--- src/rtl/core/ffsa_pkg.sv ---
// Package for the first-fit segment allocator: table sizes, command, status,
// register and state codes, plus the controller-to-datapath structs. No dependencies.
package ffsa_pkg;

  // table geometry
  localparam int MAX_SEGMENTS = 16;
  localparam int ADDR_BITS    = 10;
  localparam int IDX_W        = $clog2(MAX_SEGMENTS);
  localparam int CNT_W        = $clog2(MAX_SEGMENTS + 1);
  localparam int LEN_W        = ADDR_BITS + 1;
  localparam int SUM_W        = LEN_W + 2;
  localparam logic [LEN_W-1:0] ADDR_LIM = {1'b1, {ADDR_BITS{1'b0}}};

  // configuration register indexes and reset values
  localparam logic        REG_POOL_START = 1'b0;
  localparam logic        REG_POOL_END   = 1'b1;
  localparam logic [9:0]  POOL_START_RST = 10'd20;
  localparam logic [10:0] POOL_END_RST   = 11'd100;

  typedef enum logic [1:0] {
    CMD_INIT  = 2'd0,
    CMD_ALLOC = 2'd1,
    CMD_FREE  = 2'd2,
    CMD_NOP   = 2'd3
  } cmd_t;

  typedef enum logic [1:0] {
    ST_OK      = 2'd0,
    ST_NOFIT   = 2'd1,
    ST_BADSIZE = 2'd2,
    ST_FULL    = 2'd3
  } status_t;

  typedef enum logic [3:0] {
    S_IDLE,
    S_DECODE,
    S_ASCAN,
    S_AREAD,
    S_AUPD,
    S_FSCAN,
    S_FCHK,
    S_FDEC,
    S_FPREV,
    S_WRITE,
    S_LRD,
    S_LWR,
    S_RRD,
    S_RWR,
    S_DONE
  } state_t;

  // Commands issued by the controller to the datapath.
  typedef struct packed {
    logic load;      // capture input item, clear index
    logic init;      // load pool segment
    logic rd_next;   // read table at index + 1
    logic rd_prev;   // read table at index - 1
    logic idx_inc;   // index + 1
    logic idx_dec;   // index - 1
    logic cap_prev;  // keep read data as left neighbor
    logic cap_next;  // keep read data as right neighbor, note insert position
    logic alloc_upd; // write trimmed segment
    logic mv;        // write read data back at index (shift step)
    logic fwrite;    // merge write, or set up an insert
    logic ins_wr;    // write new entry at insert position
    logic set_bad;   // status bad size
    logic set_nofit; // status no fit
    logic set_full;  // status table full
    logic set_done;  // register result
  } dp_cmd_t;

  // Status returned by the datapath.
  typedef struct packed {
    cmd_t cmd;
    logic at_end;    // index == used
    logic at_zero;   // index == 0
    logic at_pos;    // index == insert position
    logic fits;      // read entry length covers size
    logic le_base;   // read entry start <= free base
    logic bad;       // size rejected
    logic prev_t;    // left neighbor touches
    logic next_t;    // right neighbor touches
    logic full;      // table full
    logic emptied;   // allocated segment became empty
  } dp_stat_t;

endpackage

--- src/rtl/core/ffsa_ctrl.sv ---
// Controller state machine for the first-fit segment allocator.
// Depends on ffsa_pkg.
module ffsa_ctrl (
  input  logic              clk,
  input  logic              rst,
  input  logic              in_fire,
  input  logic              out_fire,
  input  ffsa_pkg::dp_stat_t st,
  output ffsa_pkg::dp_cmd_t  cmd,
  output logic              busy,
  output logic              res_valid
);
  import ffsa_pkg::*;

  state_t state, state_next;
  logic   res_valid_next;

  always_ff @(posedge clk) begin
    if (rst) begin
      state     <= S_IDLE;
      res_valid <= 1'b0;
    end else begin
      state     <= state_next;
      res_valid <= res_valid_next;
    end
  end

  assign busy = (state != S_IDLE);

  // Next state and datapath commands
  always_comb begin
    state_next     = state;
    res_valid_next = res_valid;
    cmd            = '0;
    if (out_fire) res_valid_next = 1'b0;
    unique case (state)
      S_IDLE: begin
        if (in_fire) begin
          cmd.load   = 1'b1;
          state_next = S_DECODE;
        end
      end
      S_DECODE: begin
        unique case (st.cmd)
          CMD_INIT: begin
            cmd.init   = 1'b1;
            state_next = S_DONE;
          end
          CMD_ALLOC: begin
            if (st.bad) begin
              cmd.set_bad = 1'b1;
              state_next  = S_DONE;
            end else state_next = S_ASCAN;
          end
          CMD_FREE: begin
            if (st.bad) begin
              cmd.set_bad = 1'b1;
              state_next  = S_DONE;
            end else state_next = S_FSCAN;
          end
          CMD_NOP: state_next = S_DONE;
        endcase
      end
      // alloc: read entry idx, check fit
      S_ASCAN: begin
        if (st.at_end) begin
          cmd.set_nofit = 1'b1;
          state_next    = S_DONE;
        end else state_next = S_AREAD;
      end
      S_AREAD: begin
        if (st.fits) state_next = S_AUPD;
        else begin
          cmd.idx_inc = 1'b1;
          state_next  = S_ASCAN;
        end
      end
      S_AUPD: begin
        cmd.alloc_upd = 1'b1;
        state_next    = st.emptied ? S_LRD : S_DONE;
      end
      // free: find first entry with start > base
      S_FSCAN: begin
        if (st.at_end) begin
          cmd.cap_next = 1'b1; // no right neighbor
          state_next   = S_FDEC;
        end else state_next = S_FCHK;
      end
      S_FCHK: begin
        if (st.le_base) begin
          cmd.idx_inc = 1'b1;
          state_next  = S_FSCAN;
        end else begin
          cmd.cap_next = 1'b1;
          state_next   = S_FDEC;
        end
      end
      // read left neighbor at idx-1 if any
      S_FDEC: begin
        if (st.at_zero) state_next = S_WRITE;
        else begin
          cmd.rd_prev = 1'b1;
          state_next  = S_FPREV;
        end
      end
      S_FPREV: begin
        cmd.cap_prev = 1'b1;
        state_next   = S_WRITE;
      end
      S_WRITE: begin
        if (st.prev_t && st.next_t) begin
          cmd.fwrite = 1'b1;
          state_next = S_LRD;
        end else if (st.prev_t || st.next_t) begin
          cmd.fwrite = 1'b1;
          state_next = S_DONE;
        end else if (st.full) begin
          cmd.set_full = 1'b1;
          state_next   = S_DONE;
        end else begin
          cmd.fwrite = 1'b1;
          state_next = S_RRD;
        end
      end
      // removal: copy entry idx+1 down to idx until idx reaches used
      S_LRD: begin
        if (st.at_end) state_next = S_DONE;
        else begin
          cmd.rd_next = 1'b1;
          state_next  = S_LWR;
        end
      end
      S_LWR: begin
        cmd.mv      = 1'b1;
        cmd.idx_inc = 1'b1;
        state_next  = S_LRD;
      end
      // insert: copy entry idx-1 up to idx down to the insert position
      S_RRD: begin
        if (st.at_pos) begin
          cmd.ins_wr = 1'b1;
          state_next = S_DONE;
        end else begin
          cmd.rd_prev = 1'b1;
          state_next  = S_RWR;
        end
      end
      S_RWR: begin
        cmd.mv      = 1'b1;
        cmd.idx_dec = 1'b1;
        state_next  = S_RRD;
      end
      S_DONE: begin
        if (!res_valid || out_fire) begin
          cmd.set_done   = 1'b1;
          res_valid_next = 1'b1;
          state_next     = S_IDLE;
        end
      end
      default: state_next = S_IDLE;
    endcase
  end
endmodule

--- src/rtl/core/ffsa_dp.sv ---
// Datapath for the first-fit segment allocator: segment table memory,
// index, item registers and result register. Depends on ffsa_pkg.
module ffsa_dp (
  input  logic                  clk,
  input  logic                  rst,
  input  ffsa_pkg::dp_cmd_t     cmd,
  output ffsa_pkg::dp_stat_t    st,
  input  logic [1:0]            in_cmd,
  input  logic [10:0]           in_size,
  input  logic [9:0]            in_base,
  input  logic                  cfg_we,
  input  logic                  cfg_index,
  input  logic [10:0]           cfg_data,
  output logic [1:0]            res_status,
  output logic [9:0]            res_base,
  output logic [4:0]            res_count
);
  import ffsa_pkg::*;

  // configuration
  logic [9:0]  pool_start;
  logic [10:0] pool_end;
  always_ff @(posedge clk) begin
    if (rst) begin
      pool_start <= POOL_START_RST;
      pool_end   <= POOL_END_RST;
    end else if (cfg_we) begin
      if (cfg_index == REG_POOL_END) pool_end <= cfg_data;
      else                           pool_start <= cfg_data[9:0];
    end
  end

  // pool size clipped to the address space
  logic [LEN_W-1:0] ps_s, ps_e, psize;
  always_comb begin
    ps_s  = LEN_W'(pool_start) & (ADDR_LIM - LEN_W'(1));
    ps_e  = (pool_end < ADDR_LIM) ? pool_end : ADDR_LIM;
    psize = (ps_e > ps_s) ? ps_e - ps_s : '0;
  end

  // table memory
  logic [ADDR_BITS-1:0] mem_s [MAX_SEGMENTS];
  logic [LEN_W-1:0]     mem_l [MAX_SEGMENTS];
  logic [ADDR_BITS-1:0] rd_s;
  logic [LEN_W-1:0]     rd_l;
  logic                 we;
  logic [IDX_W-1:0]     wa, ra;
  logic [ADDR_BITS-1:0] wd_s;
  logic [LEN_W-1:0]     wd_l;

  // item and control registers
  cmd_t                 icmd;
  logic [LEN_W-1:0]     isize;
  logic [ADDR_BITS-1:0] ibase;
  logic [CNT_W-1:0]     used, idx, pos;
  logic [CNT_W-1:0]     idx_p1, idx_m1, pos_m1;
  logic [ADDR_BITS-1:0] p_s, n_s;
  logic [LEN_W-1:0]     p_l, n_l;
  logic                 p_v, n_v;
  status_t              status;
  logic [ADDR_BITS-1:0] abase;

  assign idx_p1 = idx + 1'b1;
  assign idx_m1 = idx - 1'b1;
  assign pos_m1 = pos - 1'b1;

  // read path: one registered read port
  always_comb begin
    ra = idx[IDX_W-1:0];
    if (cmd.rd_next)      ra = idx_p1[IDX_W-1:0];
    else if (cmd.rd_prev) ra = idx_m1[IDX_W-1:0];
  end

  always_ff @(posedge clk) begin
    rd_s <= mem_s[ra];
    rd_l <= mem_l[ra];
    if (we) begin
      mem_s[wa] <= wd_s;
      mem_l[wa] <= wd_l;
    end
  end

  // sums and merge caps
  logic [SUM_W-1:0] fend, pend, room_p, room_b, sum3, sum2, sumn;
  logic [SUM_W-1:0] cap3, cap2, capn;
  logic [LEN_W-1:0] alen;
  always_comb begin
    fend   = SUM_W'(ibase) + SUM_W'(isize);
    pend   = SUM_W'(p_s) + SUM_W'(p_l);
    room_p = SUM_W'(ADDR_LIM) - SUM_W'(p_s);
    room_b = SUM_W'(ADDR_LIM) - SUM_W'(ibase);
    sum2   = SUM_W'(p_l) + SUM_W'(isize);
    sum3   = sum2 + SUM_W'(n_l);
    sumn   = SUM_W'(n_l) + SUM_W'(isize);
    cap3   = (sum3 < room_p) ? sum3 : room_p;
    cap2   = (sum2 < room_p) ? sum2 : room_p;
    capn   = (sumn < room_b) ? sumn : room_b;
    alen   = rd_l - isize;
  end

  logic prev_t, next_t;
  assign prev_t = p_v && (pend == SUM_W'(ibase));
  assign next_t = n_v && (fend == SUM_W'(n_s));

  // write port selection
  always_comb begin
    we   = 1'b0;
    wa   = idx[IDX_W-1:0];
    wd_s = rd_s;
    wd_l = rd_l;
    if (cmd.init) begin
      we   = 1'b1;
      wa   = '0;
      wd_s = ps_s[ADDR_BITS-1:0];
      wd_l = psize;
    end else if (cmd.alloc_upd) begin
      we   = 1'b1;
      wd_s = rd_s + isize[ADDR_BITS-1:0];
      wd_l = alen;
    end else if (cmd.mv) begin
      we = 1'b1;
    end else if (cmd.ins_wr) begin
      we   = 1'b1;
      wa   = pos[IDX_W-1:0];
      wd_s = ibase;
      wd_l = isize;
    end else if (cmd.fwrite && prev_t) begin
      we   = 1'b1;
      wa   = pos_m1[IDX_W-1:0];
      wd_s = p_s;
      wd_l = next_t ? cap3[LEN_W-1:0] : cap2[LEN_W-1:0];
    end else if (cmd.fwrite && next_t) begin
      we   = 1'b1;
      wa   = pos[IDX_W-1:0];
      wd_s = ibase;
      wd_l = capn[LEN_W-1:0];
    end
  end

  // item, index, neighbor and status registers
  always_ff @(posedge clk) begin
    if (cmd.load) begin
      icmd   <= cmd_t'(in_cmd);
      isize  <= in_size;
      ibase  <= in_base;
      idx    <= '0;
      pos    <= '0;
      abase  <= '0;
      p_v    <= 1'b0;
      n_v    <= 1'b0;
      status <= ST_OK;
    end else begin
      if (cmd.idx_inc)      idx <= idx_p1;
      else if (cmd.idx_dec) idx <= idx_m1;
      else if (cmd.fwrite && prev_t && next_t) idx <= pos;
      else if (cmd.fwrite && !prev_t && !next_t) idx <= used;
      if (cmd.cap_next) begin
        pos <= idx;
        n_v <= (idx != used);
        n_s <= rd_s;
        n_l <= rd_l;
      end
      if (cmd.cap_prev) begin
        p_v <= 1'b1;
        p_s <= rd_s;
        p_l <= rd_l;
      end
      if (cmd.alloc_upd) abase <= rd_s;
      if (cmd.set_bad)        status <= ST_BADSIZE;
      else if (cmd.set_nofit) status <= ST_NOFIT;
      else if (cmd.set_full)  status <= ST_FULL;
    end
  end

  // entry count
  always_ff @(posedge clk) begin
    if (rst) used <= '0;
    else if (cmd.init) used <= (psize != '0) ? CNT_W'(1) : '0;
    else if (cmd.alloc_upd && alen == '0) used <= used - 1'b1;
    else if (cmd.fwrite && prev_t && next_t) used <= used - 1'b1;
    else if (cmd.ins_wr) used <= used + 1'b1;
  end

  // status to controller
  always_comb begin
    st.cmd     = icmd;
    st.at_end  = (idx == used);
    st.at_zero = (idx == '0);
    st.at_pos  = (idx == pos);
    st.fits    = (rd_l >= isize);
    st.le_base = (rd_s <= ibase);
    st.bad     = (icmd == CMD_ALLOC) ? (isize == '0 || isize > psize)
                                     : (isize == '0 || fend > SUM_W'(ADDR_LIM));
    st.prev_t  = prev_t;
    st.next_t  = next_t;
    st.full    = (used == CNT_W'(MAX_SEGMENTS));
    st.emptied = (alen == '0);
  end

  // result register
  always_ff @(posedge clk) begin
    if (rst) begin
      res_status <= ST_OK;
      res_base   <= '0;
      res_count  <= '0;
    end else if (cmd.set_done) begin
      res_status <= status;
      res_base   <= abase;
      res_count  <= used;
    end
  end
endmodule

--- src/rtl/core/first_fit_segment_allocator_top.sv ---
// First-fit segment allocator with coalescing, one command per transfer.
// Time from input transfer to result valid is set by the table scan and by
// the entry shifts through one read port; init, no-op and a rejected size
// skip both. The next transfer can be taken once the result is registered.
// Reset (rst, synchronous) empties the table and loads pool_start=20, pool_end=100.
module first_fit_segment_allocator_top (
  input  logic        clk,
  input  logic        rst,
  input  logic        s_axis_tvalid,
  output logic        s_axis_tready,
  input  logic [23:0] s_axis_tdata,  // cmd[1:0], req_size[12:2], free_base[22:13]
  output logic        m_axis_tvalid,
  input  logic        m_axis_tready,
  output logic [23:0] m_axis_tdata,  // status[1:0], alloc_base[11:2], segment_count[16:12]
  input  logic        cfg_we,
  input  logic        cfg_index,
  input  logic [10:0] cfg_data
);
  import ffsa_pkg::*;

  dp_cmd_t  cmd;
  dp_stat_t st;
  logic     busy, in_fire, out_fire;
  logic [1:0]  r_status;
  logic [9:0]  r_base;
  logic [4:0]  r_count;

  assign s_axis_tready = !busy;
  assign in_fire  = s_axis_tvalid && s_axis_tready;
  assign out_fire = m_axis_tvalid && m_axis_tready;
  assign m_axis_tdata = {7'd0, r_count, r_base, r_status};

  ffsa_ctrl u_ctrl (
    .clk, .rst, .in_fire, .out_fire, .st, .cmd, .busy,
    .res_valid(m_axis_tvalid)
  );

  ffsa_dp u_dp (
    .clk, .rst, .cmd, .st,
    .in_cmd(s_axis_tdata[1:0]), .in_size(s_axis_tdata[12:2]),
    .in_base(s_axis_tdata[22:13]),
    .cfg_we, .cfg_index, .cfg_data,
    .res_status(r_status), .res_base(r_base), .res_count(r_count)
  );

  // segment count never exceeds table depth
  a_count: assert property (@(posedge clk) disable iff (rst)
    m_axis_tvalid |-> (r_count <= 5'(MAX_SEGMENTS))) else $error("count overflow");
  // no item accepted while a command is in work
  a_busy: assert property (@(posedge clk) disable iff (rst)
    busy |-> !in_fire) else $error("accept while busy");
  // a failed command reports base zero
  a_base: assert property (@(posedge clk) disable iff (rst)
    (m_axis_tvalid && r_status != ST_OK) |-> (r_base == 10'd0)) else $error("bad base");
endmodule
--- config.mk ---
export PLATFORM = sky130hd
export DESIGN_NAME = first_fit_segment_allocator_top
export DESIGN_NICKNAME = d
export VERILOG_FILES = /design/src/rtl/core/ffsa_pkg.sv /design/src/rtl/core/ffsa_ctrl.sv /design/src/rtl/core/ffsa_dp.sv /design/src/rtl/core/first_fit_segment_allocator_top.sv
export SDC_FILE = /design/constraint.sdc
export NUM_CORES = 1
export LEC_CHECK = 0
export BUFFER_PORTS_ARGS = -buffer_cell sky130_fd_sc_hd__buf_2
export CORE_ASPECT_RATIO = 2
export CORE_MARGIN = 2
export CORE_UTILIZATION = 50
export CTS_BUF_LIST = sky130_fd_sc_hd__clkbuf_2 sky130_fd_sc_hd__clkbuf_4 sky130_fd_sc_hd__clkbuf_8
export CTS_CLUSTER_SIZE = 24
export DETAILED_ROUTE_END_ITERATION = 7
export MAX_ROUTING_LAYER = met4
export PLACE_DENSITY = 0.66
export RECOVER_POWER = 100
export SYNTH_ARGS = -nofsm -noshare
export SYNTH_HDL_FRONTEND = slang
export SYNTH_HIERARCHICAL = 1
export SYNTH_SLANG_ARGS = --single-unit
--- constraint.sdc ---
create_clock -name clk -period 14.6 [get_ports clk]
set_input_delay 4.38 -clock clk [delete_from_list [all_inputs] [get_ports clk]]
set_output_delay 4.38 -clock clk [all_outputs]
set_load 0.02 [all_outputs]
==> reports/results.ini <==
[synth]
synth.cell_area_um2 = 27000
syn_inst = 2238
syn_avg_cell_area_um2 = 12.1
synth_cell_type_count = 102
synth_edf_count = 401
yosys_warnings = 6
synth_top_family_by_area = compound AO/OA/AOI/OAI gates
synthSimpleGateAreaFrac_pct = 11.5
muxShareOfSynthArea_pct = 9.98
synthAdderAreaFrac_pct = 7.46
synthXorXnorAreaFrac_pct = 3.56
synth_compound_area_share_pct = 12.7
async_flop_share_pct = 0
seq_area_frac_synth_pct = 51.5
synth-seq-cells = 494
synthFlopType = edfxtp_1

[sta]
slew_violations = 630
finalClockSkew_ns = 0.0434
period_share_pct = 65.9
clock.fmax_mhz = 104
max-slew-margin-rel_pct = -160
finalSetupViolations = 0
worst_slew_pin_slew_ns = 3.90
post-route-min-period_ns = 9.62
setup-tns-final_ns = 0
hold_viol = 0
rsz0062_at_grt = no

[worst_setup_path]
r2r_start = u_dp/p_s[0]
cp-end-kind = register
crit_start = u_dp/p_s[0]
critPathSlowestCell = clkbuf_1
crit_path_cell_trace = ha_1 -> inv_1 -> fa_1 -> xnor2_1 -> a2111oi_0 -> o2111ai_1 -> nor4_1 -> nand2_1 -> nor3_1 -> nor2_1 -> a211oi_1 -> clkbuf_1 -> and3_1 -> nand3_1 -> clkbuf_1 -> a21oi_1 -> o311ai_0 -> or2_0 -> nor3b_1 -> clkbuf_1
start_kind = register
slowest_delay_ns = 1.40
crit_fanout = 21
critPathMostFrequentCell = clkbuf_1
critical_path_required_ns = 14.81
arrival_ns = 9.83
critical_path_class = register to register

[drt]
avgRoutedWirePerCell_um = 27.0
drt-initial-drc-count = 1451
vias = 19258
drc = 0
ant_nets = 0
drtPass1Iterations = 6
via_per_inst = 6.30
wl_um = 82600

[placed_design]
gp_congestion = 0.977
port_buffers = 58
place_hpwl_um = 58800

[die]
die_area_um2 = 55900
pin_count = 67
die_w_um = 168
rows = 120
fp.dieH_um = 332
core_um2 = 53500
initial_utilization_pct = 50.5

[global_route]
grt_use_total_pct = 30.5
grt_pass1_vias = 19790
grt_first_pass_wirelength_um = 122000
overflow = 0
antenna_found_initial = 2
grt_max_degree = 64

[power_and_ir_drop]
p_leak_nw = 10.4
ir_worst_vdd_mv = 0.116
p_total_mw = 6.34
powerDensity_nw_per_um2 = 215

[worst_hold_path]
hp-class = register to register
hp-start = u_dp/pool_end[4]

[cells_and_area]
final_cell_mix = edfxtp_1, nor2_1, ha_1
nets = 2522
drive_above_1_share_pct = 13.5
utilization_pct = 55.2
area_growth_pct = 9.40
final_common_cell = edfxtp_1

[cts]
clock_sinks = 494
cts_resized = 0
cts-buffers-inserted = 73
post_cts_buffers = 0
cts_tree = done
cts-root-buf = clkbuf_8
htreeDepth = 3
clk_pin_slew_ns = 0.07
cts_hold_buf = 0
clockBufferDepth = 3
worstSkewPairLatency_ns = 0.66

[flow_run]
maxCapViolations = 25

[outcome]
violations = capacitance limit, slew limit
outcome = finished with violations

==> routing by layer <==
| layer | wire length [um] | up-vias | track usage, % |
|---|---|---|---|
| li1 | - | 8761 | - |
| met1 | 28100 | 9556 | 30.6 |
| met2 | 42700 | 646 | 52.8 |
| met3 | 3780 | 295 | 4.14 |
| met4 | 7990 | 0 | 24.4 |
| met5 | 0 | - | - |
==> where the power goes <==
part	total (mW)	leakage, nW	switching [mW]	internal (mW)
clock network	1.18	0.810	0.556	0.624
logic	2.94	5.20	1.79	1.15
registers	2.22	4.37	0.218	2.00
total	6.34	10.4	2.56	3.78
==> through the flow <==
stage / hold slack [ns] / instances / setup WS [ns] / instance area, um2
2_1_floorplan: 0.430 / 2244 / 7.55 / 27000
3_3_place_gp: 0.443 / 2921 / 7.26 / 28200
3_5_place_dp: 0.448 / 2921 / 7.22 / 28200
4_1_cts: 0.456 / 3055 / 7.15 / 29800
5_1_grt: 0.485 / 3057 / 4.17 / 29500
6_report: 0.455 / 3057 / 4.98 / 29500
==> worst max-delay path, delay by kind of cell, from the launching register on <==
kind                     cells  cell delay [ns]
flip-flops                   1             0.53
adder cells (fa/ha/maj)      2             0.75
XOR/XNOR                     1             0.16
buffers and inverters        4             2.38
AO/OA/AOI/OAI                5             2.30
AND/OR/NAND/NOR              8             2.98
==> worst paths after layout <==
path / end / slack, ns / cells past startpoint
min: u_dp/pool_end[4] / 0.45 / 2
min reg2reg: u_dp/pool_end[4] / 0.45 / 2
max reg2reg: u_dp/mem_l[15][6] / 4.98 / 20
max: u_dp/mem_l[15][6] / 4.98 / 20
==> logic make-up after synthesis <==
kind of cell               count (synthesis)
xor gates and xnor gates                 105
buffers and inverters                    210
adders and majority gates                156
DFF                                      494
and+or+nand+nor                          607
muxes                                    163
other                                      1
AOI/OAI and AO/OA                        502
==> cell usage after synthesis (13+ instances only) <==
master | number | area share [%]
mux4_2 | 84 | 7.0
nor3_1 | 53 | 0.98
a31oi_1 | 16 | 0.37
nor4_1 | 21 | 0.49
and3_1 | 15 | 0.35
inv_1 | 95 | 1.3
nand4_1 | 22 | 0.51
mux2i_1 | 72 | 2.7
buf_1 | 16 | 0.22
a211o_1 | 13 | 0.42
buf_4 | 14 | 0.39
clkbuf_1 | 72 | 1.0
ha_1 | 148 | 6.9
xor2_1 | 31 | 1.0
nand3_1 | 40 | 0.74
a21o_1 | 31 | 0.86
a21oi_1 | 139 | 2.6
nor2_1 | 164 | 2.3
o211ai_1 | 28 | 0.78
nand2_1 | 133 | 1.9
or3_1 | 13 | 0.30
o21a_1 | 20 | 0.56
edfxtp_1 | 401 | 45
nor2b_1 | 55 | 1.3
nand2b_1 | 23 | 0.53
xnor2_1 | 71 | 2.3
dfxtp_1 | 93 | 6.9
o21ai_0 | 73 | 1.4
a211oi_1 | 43 | 1.2
==> registers in the layout, summed over array words and instances, names as in the netlist, 4 cells and up <==
register         count
u_dp/res_count       5
u_dp/abase          10
u_dp/pos             5
u_dp/pool_end       11
u_dp/p_l            11
u_dp/mem_s         160
u_dp/used            5
u_dp/pool_start     10
u_dp/ibase          10
u_dp/rd_l           11
u_dp/idx             5
u_dp/res_base       10
u_dp/rd_s           10
u_ctrl/state         4
u_dp/n_l            11
u_dp/n_s            10
u_dp/mem_l         176
u_dp/isize          11
u_dp/p_s            10
==> final cells by class <==
type	count	area [um2]
clock buffer	94	1210
timing repair buffer	119	578
clock inverter	40	320
multi-input combinational	1540	12300
inverter	97	364
sequential	494	13900
tap	671	840
fill	4562	23900
antenna	2	5.00
Power figures use the tool's default switching activity.
